===== config.mk =====
export PLATFORM = sky130hd
export DESIGN_NAME = flash_page_write_assembler
export DESIGN_NICKNAME = d
export VERILOG_FILES = /design/src/rtl/core/fpwa_pkg.sv /design/src/rtl/core/fpwa_front.sv /design/src/rtl/core/fpwa_queue.sv /design/src/rtl/core/fpwa_back.sv /design/src/rtl/core/flash_page_write_assembler.sv
export SDC_FILE = /design/constraint.sdc
export NUM_CORES = 2
export LEC_CHECK = 0
export BUFFER_PORTS_ARGS = -buffer_cell sky130_fd_sc_hd__buf_4
export CORE_ASPECT_RATIO = 1.75
export CORE_UTILIZATION = 40
export CTS_CLUSTER_SIZE = 16
export DETAILED_ROUTE_END_ITERATION = 7
export GPL_TIMING_DRIVEN = 0
export PLACE_DENSITY_LB_ADDON = 0.2
export SLEW_MARGIN = 20
export SYNTH_ARGS = -nofsm -noshare
export SYNTH_HDL_FRONTEND = slang
export SYNTH_HIERARCHICAL = 1
export SYNTH_SLANG_ARGS = --single-unit

===== constraint.sdc =====
create_clock -name clk_i -period 22 [get_ports clk_i]
set_clock_uncertainty 0.1 [all_clocks]
set_input_delay 2.2 -clock clk_i [delete_from_list [all_inputs] [get_ports clk_i]]
set_output_delay 2.2 -clock clk_i [all_outputs]
set_load 0.1 [all_outputs]

===== src/rtl/core/fpwa_pkg.sv =====
`timescale 1ns / 1ps
`default_nettype none

package fpwa_pkg;

  localparam int unsigned ADDR_W     = 32;
  localparam int unsigned WORD_W     = 32;
  localparam int unsigned CFG_IDX_W  = 2;
  localparam int unsigned WIDX_W     = 3;
  // bits of the start address that take part in page alignment
  localparam logic [ADDR_W-1:0] ADDR_LOW_MASK = 32'h00FF_FFFF;

  typedef enum logic [CFG_IDX_W-1:0] {
    REG_BANK0_START = 2'd0,
    REG_BANK0_END   = 2'd1,
    REG_BANK1_START = 2'd2,
    REG_BANK1_END   = 2'd3
  } fpwa_reg_e;

  // control part of one queued page or rejection
  typedef struct packed {
    logic [ADDR_W-1:0] page_addr;
    logic              done;
    logic              reject;
  } fpwa_ctl_t;

endpackage

`default_nettype wire


===== src/rtl/core/fpwa_front.sv =====
`timescale 1ns / 1ps
`default_nettype none

module fpwa_front
  import fpwa_pkg::*;
#(
  parameter int unsigned PAGE_BYTES = 32
) (
  input  wire logic                      clk_i,
  input  wire logic                      rst_ni,
  // configuration
  input  wire logic                      cfg_valid_i,
  input  wire logic [CFG_IDX_W-1:0]      cfg_index_i,
  input  wire logic [31:0]               cfg_data_i,
  // byte stream
  input  wire logic                      in_valid_i,
  output logic                           in_stall_o,
  input  wire logic [31:0]               start_address_i,
  input  wire logic [31:0]               total_length_i,
  input  wire logic [7:0]                data_byte_i,
  input  wire logic                      first_i,
  input  wire logic                      last_i,
  // page queue write side
  output logic                           push_o,
  output fpwa_ctl_t                      push_ctl_o,
  output logic [PAGE_BYTES*8-1:0]        push_data_o,
  input  wire logic                      full_i
);

  localparam int unsigned LG = $clog2(PAGE_BYTES);
  localparam logic [LG-1:0] POS_LAST = LG'(PAGE_BYTES - 1);
  localparam logic [ADDR_W-1:0] ALIGN_MASK = ~ADDR_W'(PAGE_BYTES - 1);

  logic [31:0] bank0_start_q, bank0_end_q, bank1_start_q, bank1_end_q;

  logic [7:0]            buf_q [PAGE_BYTES];
  logic [PAGE_BYTES-1:0] vld_q, vld_d;
  logic [LG-1:0]         fill_q, fill_d;
  logic [ADDR_W-1:0]     page_addr_q, page_addr_d;
  logic                  discard_q, discard_d;

  logic              accept;
  logic [32:0]       span_hi;
  logic              in_b0, in_b1, range_ok;
  logic              reject, wr_byte, emit;
  logic [LG-1:0]     pos;
  logic [PAGE_BYTES-1:0] base_vld;
  logic [ADDR_W-1:0] base_addr;

  always_ff @(posedge clk_i or negedge rst_ni) begin
    if (!rst_ni) begin
      bank0_start_q <= '0;
      bank0_end_q   <= '0;
      bank1_start_q <= '0;
      bank1_end_q   <= '0;
    end else if (cfg_valid_i) begin
      case (fpwa_reg_e'(cfg_index_i))
        REG_BANK0_START: bank0_start_q <= cfg_data_i;
        REG_BANK0_END:   bank0_end_q   <= cfg_data_i;
        REG_BANK1_START: bank1_start_q <= cfg_data_i;
        REG_BANK1_END:   bank1_end_q   <= cfg_data_i;
        default: ;
      endcase
    end
  end

  assign in_stall_o = full_i;
  assign accept     = in_valid_i && !full_i;

  // span end without 32-bit wraparound
  assign span_hi  = {1'b0, start_address_i} + {1'b0, total_length_i} - 33'd1;
  assign in_b0    = (start_address_i >= bank0_start_q) && (span_hi <= {1'b0, bank0_end_q});
  assign in_b1    = (start_address_i >= bank1_start_q) && (span_hi <= {1'b0, bank1_end_q});
  assign range_ok = (total_length_i != 32'd0) && (in_b0 || in_b1);

  assign reject  = accept && first_i && !range_ok;
  assign wr_byte = accept && (first_i ? range_ok : !discard_q);

  always_comb begin
    if (first_i) begin
      pos       = LG'(start_address_i & ADDR_LOW_MASK);
      base_vld  = '0;
      base_addr = start_address_i & ALIGN_MASK;
    end else begin
      pos       = fill_q;
      base_vld  = vld_q;
      base_addr = page_addr_q;
    end
  end

  assign emit = wr_byte && ((pos == POS_LAST) || last_i);

  // page image with the incoming byte merged, unwritten bytes zero
  always_comb begin
    for (int i = 0; i < PAGE_BYTES; i++) begin
      if (pos == LG'(i)) begin
        push_data_o[i*8 +: 8] = data_byte_i;
      end else if (base_vld[i]) begin
        push_data_o[i*8 +: 8] = buf_q[i];
      end else begin
        push_data_o[i*8 +: 8] = 8'h00;
      end
    end
  end

  assign push_o = reject || emit;

  always_comb begin
    push_ctl_o.page_addr = reject ? '0 : base_addr;
    push_ctl_o.done      = reject || last_i;
    push_ctl_o.reject    = reject;
  end

  always_comb begin
    vld_d       = vld_q;
    fill_d      = fill_q;
    page_addr_d = page_addr_q;
    discard_d   = discard_q;
    if (reject) begin
      vld_d     = '0;
      fill_d    = '0;
      discard_d = 1'b1;
    end else if (emit) begin
      vld_d       = '0;
      fill_d      = '0;
      page_addr_d = base_addr + ADDR_W'(PAGE_BYTES);
      discard_d   = last_i;
    end else if (wr_byte) begin
      vld_d       = base_vld;
      vld_d[pos]  = 1'b1;
      fill_d      = pos + LG'(1);
      page_addr_d = base_addr;
      discard_d   = 1'b0;
    end
  end

  always_ff @(posedge clk_i or negedge rst_ni) begin
    if (!rst_ni) begin
      vld_q       <= '0;
      fill_q      <= '0;
      page_addr_q <= '0;
      discard_q   <= 1'b0;
    end else begin
      vld_q       <= vld_d;
      fill_q      <= fill_d;
      page_addr_q <= page_addr_d;
      discard_q   <= discard_d;
    end
  end

  always_ff @(posedge clk_i) begin
    if (wr_byte && !emit) begin
      buf_q[pos] <= data_byte_i;
    end
  end

  a_reject_on_first: assert property (@(posedge clk_i) disable iff (!rst_ni)
    push_o && push_ctl_o.reject |-> first_i && accept)
    else $error("rejection without a first byte");

  a_no_push_full: assert property (@(posedge clk_i) disable iff (!rst_ni)
    push_o |-> !full_i)
    else $error("page pushed into a full queue");

  a_clear_after_emit: assert property (@(posedge clk_i) disable iff (!rst_ni)
    push_o |=> (vld_q == '0) && (fill_q == '0))
    else $error("page buffer not cleared after hand-off");

endmodule

`default_nettype wire


===== src/rtl/core/fpwa_queue.sv =====
`timescale 1ns / 1ps
`default_nettype none

module fpwa_queue
  import fpwa_pkg::*;
#(
  parameter int unsigned DATA_W = 256
) (
  input  wire logic              clk_i,
  input  wire logic              rst_ni,
  input  wire logic              push_i,
  input  wire fpwa_ctl_t         push_ctl_i,
  input  wire logic [DATA_W-1:0] push_data_i,
  output logic                   full_o,
  output logic                   head_valid_o,
  output fpwa_ctl_t              head_ctl_o,
  output logic [DATA_W-1:0]      head_data_o,
  input  wire logic              pop_i
);

  // two pages: one draining, one being handed over
  fpwa_ctl_t         ctl_q  [2];
  logic [DATA_W-1:0] data_q [2];
  logic              wr_q, rd_q;
  logic [1:0]        cnt_q, cnt_d;

  assign full_o       = cnt_q[1];
  assign head_valid_o = cnt_q != 2'd0;
  assign head_ctl_o   = ctl_q[rd_q];
  assign head_data_o  = data_q[rd_q];

  always_comb begin
    cnt_d = cnt_q;
    if (push_i && !pop_i) begin
      cnt_d = cnt_q + 2'd1;
    end else if (pop_i && !push_i) begin
      cnt_d = cnt_q - 2'd1;
    end
  end

  always_ff @(posedge clk_i or negedge rst_ni) begin
    if (!rst_ni) begin
      wr_q  <= 1'b0;
      rd_q  <= 1'b0;
      cnt_q <= 2'd0;
    end else begin
      cnt_q <= cnt_d;
      if (push_i) begin
        wr_q <= !wr_q;
      end
      if (pop_i) begin
        rd_q <= !rd_q;
      end
    end
  end

  always_ff @(posedge clk_i) begin
    if (push_i) begin
      ctl_q[wr_q]  <= push_ctl_i;
      data_q[wr_q] <= push_data_i;
    end
  end

  a_count_range: assert property (@(posedge clk_i) disable iff (!rst_ni)
    cnt_q <= 2'd2)
    else $error("queue count out of range");

  a_no_pop_empty: assert property (@(posedge clk_i) disable iff (!rst_ni)
    pop_i |-> head_valid_o)
    else $error("pop from empty queue");

  a_ptr_match: assert property (@(posedge clk_i) disable iff (!rst_ni)
    (cnt_q == 2'd0 || cnt_q == 2'd2) |-> (wr_q == rd_q))
    else $error("queue pointers disagree with count");

endmodule

`default_nettype wire


===== src/rtl/core/fpwa_back.sv =====
`timescale 1ns / 1ps
`default_nettype none

module fpwa_back
  import fpwa_pkg::*;
#(
  parameter int unsigned PAGE_BYTES = 32
) (
  input  wire logic                   clk_i,
  input  wire logic                   rst_ni,
  input  wire logic                   head_valid_i,
  input  wire fpwa_ctl_t              head_ctl_i,
  input  wire logic [PAGE_BYTES*8-1:0] head_data_i,
  output logic                        pop_o,
  output logic                        out_valid_o,
  input  wire logic                   out_stall_i,
  output logic [31:0]                 page_address_o,
  output logic [WIDX_W-1:0]           word_index_o,
  output logic [31:0]                 page_word_o,
  output logic                        word_last_o,
  output logic                        request_done_o,
  output logic                        status_o
);

  localparam int unsigned WORDS = PAGE_BYTES / 4;
  localparam int unsigned WL    = (WORDS > 1) ? $clog2(WORDS) : 1;
  localparam logic [WL-1:0] WC_LAST = WL'(WORDS - 1);

  logic [WL-1:0] wc_q;
  logic          load, is_last;
  logic          out_valid_q;
  logic [31:0]   addr_q, word_q;
  logic [WIDX_W-1:0] idx_q;
  logic          wlast_q, done_q, status_q;

  assign load    = head_valid_i && (!out_valid_q || !out_stall_i);
  assign is_last = head_ctl_i.reject || (wc_q == WC_LAST);
  assign pop_o   = load && is_last;

  always_ff @(posedge clk_i or negedge rst_ni) begin
    if (!rst_ni) begin
      wc_q        <= '0;
      out_valid_q <= 1'b0;
    end else begin
      if (load) begin
        out_valid_q <= 1'b1;
        wc_q        <= is_last ? '0 : wc_q + WL'(1);
      end else if (!out_stall_i) begin
        out_valid_q <= 1'b0;
      end
    end
  end

  always_ff @(posedge clk_i) begin
    if (load) begin
      if (head_ctl_i.reject) begin
        addr_q   <= '0;
        idx_q    <= '0;
        word_q   <= '0;
        wlast_q  <= 1'b0;
        done_q   <= 1'b1;
        status_q <= 1'b1;
      end else begin
        addr_q   <= head_ctl_i.page_addr;
        idx_q    <= WIDX_W'(wc_q);
        word_q   <= head_data_i[{wc_q, 5'd0} +: 32];
        wlast_q  <= wc_q == WC_LAST;
        done_q   <= head_ctl_i.done && (wc_q == WC_LAST);
        status_q <= 1'b0;
      end
    end
  end

  assign out_valid_o    = out_valid_q;
  assign page_address_o = addr_q;
  assign word_index_o   = idx_q;
  assign page_word_o    = word_q;
  assign word_last_o    = wlast_q;
  assign request_done_o = done_q;
  assign status_o       = status_q;

  a_reject_word_zero: assert property (@(posedge clk_i) disable iff (!rst_ni)
    load && head_ctl_i.reject |-> wc_q == '0)
    else $error("rejection taken in the middle of a page");

  a_pop_resets_count: assert property (@(posedge clk_i) disable iff (!rst_ni)
    pop_o |=> wc_q == '0)
    else $error("word counter not rewound after page");

  a_done_on_last: assert property (@(posedge clk_i) disable iff (!rst_ni)
    out_valid_q && done_q && !status_q |-> wlast_q)
    else $error("request end flagged before final word");

endmodule

`default_nettype wire


===== src/rtl/core/flash_page_write_assembler.sv =====
`timescale 1ns / 1ps
`default_nettype none

// channel   direction  handshake                 payload
// cfg       in         cfg_valid_i / cfg_ready_o cfg_index_i, cfg_data_i
// in        in         in_valid_i / in_stall_o   start_address_i, total_length_i,
//                                                data_byte_i, first_i, last_i
// out       out        out_valid_o / out_stall_i page_address_o, word_index_o,
//                                                page_word_o, word_last_o,
//                                                request_done_o, status_o
//
// one byte is taken per cycle while the queue is not full; a page leaves as PAGE_BYTES/4
// words, one per cycle while out_stall_i is low; the bank range check and page merge are
// combinational in the front, ahead of a two-page queue; the byte side stalls only while that queue is full
// a rejection or page passes through the queue and then the output register
// reset clears banks, fill position, page address and the discard flag
// PAGE_BYTES is a power of two

module flash_page_write_assembler
  import fpwa_pkg::*;
#(
  parameter int unsigned PAGE_BYTES = 32
) (
  input  wire logic                 clk_i,
  input  wire logic                 rst_ni,
  input  wire logic                 cfg_valid_i,
  output logic                      cfg_ready_o,
  input  wire logic [CFG_IDX_W-1:0] cfg_index_i,
  input  wire logic [31:0]          cfg_data_i,
  input  wire logic                 in_valid_i,
  output logic                      in_stall_o,
  input  wire logic [31:0]          start_address_i,
  input  wire logic [31:0]          total_length_i,
  input  wire logic [7:0]           data_byte_i,
  input  wire logic                 first_i,
  input  wire logic                 last_i,
  output logic                      out_valid_o,
  input  wire logic                 out_stall_i,
  output logic [31:0]               page_address_o,
  output logic [WIDX_W-1:0]         word_index_o,
  output logic [31:0]               page_word_o,
  output logic                      word_last_o,
  output logic                      request_done_o,
  output logic                      status_o
);

  localparam int unsigned DATA_W = PAGE_BYTES * 8;

  logic              push, full, head_valid, pop;
  fpwa_ctl_t         push_ctl, head_ctl;
  logic [DATA_W-1:0] push_data, head_data;

  assign cfg_ready_o = 1'b1;

  fpwa_front #(.PAGE_BYTES(PAGE_BYTES)) u_front (
    .clk_i,
    .rst_ni,
    .cfg_valid_i,
    .cfg_index_i,
    .cfg_data_i,
    .in_valid_i,
    .in_stall_o,
    .start_address_i,
    .total_length_i,
    .data_byte_i,
    .first_i,
    .last_i,
    .push_o      (push),
    .push_ctl_o  (push_ctl),
    .push_data_o (push_data),
    .full_i      (full)
  );

  fpwa_queue #(.DATA_W(DATA_W)) u_queue (
    .clk_i,
    .rst_ni,
    .push_i       (push),
    .push_ctl_i   (push_ctl),
    .push_data_i  (push_data),
    .full_o       (full),
    .head_valid_o (head_valid),
    .head_ctl_o   (head_ctl),
    .head_data_o  (head_data),
    .pop_i        (pop)
  );

  fpwa_back #(.PAGE_BYTES(PAGE_BYTES)) u_back (
    .clk_i,
    .rst_ni,
    .head_valid_i (head_valid),
    .head_ctl_i   (head_ctl),
    .head_data_i  (head_data),
    .pop_o        (pop),
    .out_valid_o,
    .out_stall_i,
    .page_address_o,
    .word_index_o,
    .page_word_o,
    .word_last_o,
    .request_done_o,
    .status_o
  );

endmodule

`default_nettype wire


==> impl_metrics.env <==
export IMPL_clock_sinks=1112
export IMPL_finalSetupViolations=0
export IMPL_final_cell_mix="906 x edfxtp_1, 619 x nand2_1, 422 x mux2_2"
export IMPL_hold_start="u_front/vld_q[7]"
export IMPL_initial_core_util_pct=40.4
export IMPL_period_share_pct=56.0
export IMPL_rows=175
export IMPL_synth_edf_count=906
export IMPL_synth_nets=4443
export IMPL_r2r_end="u_queue/data_q[0][41]"
export IMPL_grt_pass1_vias=34700
export IMPL_drive_gt1_share_pct=20.9
export IMPL_antenna_found_initial=5
export IMPL_ys_types=79
export IMPL_totalWireLength_mm=170
export IMPL_ys_seq_area_share_pct=61.6
export IMPL_maxCapViolCount=0
export IMPL_drt_iter0_drc=2472
export IMPL_ys_ff_latch=1112
export IMPL_dr_pass1_iters=5
export IMPL_hp_class="flop to flop"
export IMPL_end_kind="flop"
export IMPL_clock_latency_ps=740
export IMPL_fmax_mhz=81.2
export IMPL_tns_ps=0
export IMPL_crit_required_ps=22340
export IMPL_synthArstFlopShare_pct=18.5
export IMPL_grt_max_degree=79
export IMPL_p_total_uw=7200
export IMPL_postCtsHoldBufs=0
export IMPL_cts_tree="done"
export IMPL_vias=34100
export IMPL_r2r_start="u_front/bank0_end_q[31]"
export IMPL_ant_nets=0
export IMPL_cts_setup_buffers=0
export IMPL_avgViaCountPerCell=5.48
export IMPL_power_leakage_uw=0.0224
export IMPL_gp_congestion=0.968
export IMPL_dieArea_mm2=0.133
export IMPL_period_needed_ps=12320
export IMPL_cts_root_buffer="clkbuf_16"
export IMPL_die_width_um=276
export IMPL_yosysWarningCount=6
export IMPL_ios=186
export IMPL_port_buffers=183
export IMPL_numCtsBuffers=104
export IMPL_hpwl_mm=122
export IMPL_core_mm2=0.130
export IMPL_area_growth_syn_to_layout_pct=14.8
export IMPL_crit_fanout=22
export IMPL_slowest_delay_ps=1160
export IMPL_final_common_cell="edfxtp_1"
export IMPL_ys_flop_type="edfxtp_1"
export IMPL_ir_drop_mv=0.105
export IMPL_cts_clk_slew_worst_paths_ps=60
export IMPL_worst_pin_slew_ps=1210
export IMPL_htreeDepth=3
export IMPL_overflow=0
export IMPL_slew_headroom_pct=19.4
export IMPL_post_cts_resized=0
export IMPL_slew_violations=0
export IMPL_hold_path_end="u_front/vld_q[7]"
export IMPL_rsz0062_at_grt="no"
export IMPL_outcome="finished, final reports clean"
export IMPL_synth_cells=4128
export IMPL_die_h_um=482
export IMPL_cts_buffer_depth=3
export IMPL_cp_slowest_cell="nor4_1"
export IMPL_utilization_pct=46.4
export IMPL_path_class="input port to flop"
export IMPL_critical_path_arrival_ps=12650
export IMPL_finalHoldViolCount=0
export IMPL_grtUsageTotal_pct=25.4
export IMPL_syn_area_per_cell_um2=12.7
export IMPL_grt_pass1_wl_mm=238
export IMPL_cellPowerDensity_mw_per_mm2=119
export IMPL_nets=4759
export IMPL_reg2regPathDepth=18
export IMPL_post_drt_wl_per_cell_um=27.3
export IMPL_r2r_setup_slack_ps=14670
export IMPL_startpoint_type="input port"
export IMPL_nFillCells=12000
export IMPL_drc=0
export IMPL_synth_area_mm2=0.0526
export IMPL_holdPathStages=1
==> per-stage QoR <==
step	hold slack, ps	area, um2	std cells	worst slack [ps]
3_3_place_gp	356	56000	5992	-11320
4_1_cts	387	60300	6215	9940
3_5_place_dp	373	56700	6019	9200
5_1_grt	395	60300	6216	9540
6_report	383	60300	6217	9680
2_1_floorplan	335	52600	4128	1000
==> cells in the mapped netlist (all sizes together), types with 3 or more instances <==
library cell	instances	area, um2
a21o	22	165
nand3	44	220
xor2	18	158
ha	201	2510
inv	286	1070
a211o	3	26.3
a21oi	75	379
o21a	14	105
and2	37	231
a2111oi	6	71.3
xnor2	47	412
a32o	35	350
o211ai	7	52.6
nor2	99	372
dfrtp	206	5150
mux2	426	4800
nor3	54	280
o221a	7	78.8
a211oi	48	360
a22oi	4	30.0
or2	9	56.3
edfxtp	906	27200
mux2i	34	340
mux4	32	721
and4	4	35.0
buf	81	445
o22ai	33	206
a221oi	7	61.3
nand2b	9	63.8
nor2b	116	726
nor3b	3	22.5
or3	7	48.8
nand4	24	150
o31ai	4	30.0
nor4	15	93.8
nand3b	8	72.6
and3	33	206
o21ai	339	1700
nand2	619	2320
clkbuf	166	883
a31oi	7	43.8
==> kinds of logic (layout without fill, tap and decap cells) <==
family / count (synthesis) / after routing / share of synthesized area (%)
other: 1 / 3 / 0.00713
adder cells (fa/ha/maj): 202 / 202 / 4.82
flip-flops: 1112 / 1112 / 61.6
AND/OR/NAND/NOR: 1087 / 1087 / 9.43
AO/OA/AOI/OAI: 636 / 636 / 7.39
buffers and inverters: 533 / 939 / 4.57
XOR/XNOR: 65 / 65 / 1.08
multiplexers: 492 / 492 / 11.1
==> metal layers <==
metal	global-route usage, %	share of wire [%]	vias up
li1	-	-	15500
met1	24.5	33	17000
met2	48.4	54	1138
met3	4.18	5.6	401
met4	18.4	7.9	4
met5	0	0.018	-
==> worst max path at each step <==
stage | startpoint | to | cells after the start | slack [ps]
after floorplan | start_address_i[5] | u_queue/ctl_q[0][0] | 24 | 1000
after global placement | start_address_i[5] | u_queue/data_q[0][33] | 26 | -11320
after detailed placement | start_address_i[5] | u_queue/data_q[0][41] | 31 | 9200
after CTS | start_address_i[5] | u_queue/data_q[0][41] | 31 | 9940
after global routing | start_address_i[5] | u_queue/data_q[0][41] | 31 | 9540
final | start_address_i[5] | u_queue/data_q[0][41] | 31 | 9680
==> area by class of cell <==
cell class,count,area (um2),share of cell area [%]
antenna,2,5.00,0.00829
timing repair buffer,210,1990,3.30
clock inverter,59,692,1.15
inverter,286,1080,1.78
clock buffer,137,2920,4.84
sequential,1112,32400,53.6
tap,1681,2100,3.49
buffer,247,1360,2.25
multi-input combinational,2483,17800,29.5
==> where the power goes <==
group          total, uW  internal, uW  switching [uW]
sequential          2730          2630            96.9
combinational       2560           846            1710
clock               1920          1100             816
==> state kept, by name, summed over array words and instances, names as in the netlist <==
register / count
u_back/out_valid_o: 1
u_back/page_address_o: 32
u_back/page_word_o: 32
u_back/request_done_o: 1
u_back/status_o: 1
u_back/wc_q: 3
u_back/word_index_o: 3
u_back/word_last_o: 1
u_front/bank0_end_q: 32
u_front/bank0_start_q: 32
u_front/bank1_end_q: 32
u_front/bank1_start_q: 32
u_front/buf_q: 256
u_front/discard_q: 1
u_front/fill_q: 5
u_front/page_addr_q: 32
u_front/vld_q: 32
u_queue/cnt_q: 2
u_queue/ctl_q: 68
u_queue/data_q: 512
u_queue/rd_q: 1
u_queue/wr_q: 1
==> critical path: cells and delay by family <==
kind                       cells  cell delay [ps]
adders and majority gates      3              960
AOI/OAI and AO/OA             14             4580
xor gates and xnor gates       1              180
buffers and inverters          9             2100
and+or+nand+nor                4             2550
Note: power is estimated with default switching activity, not from simulation.
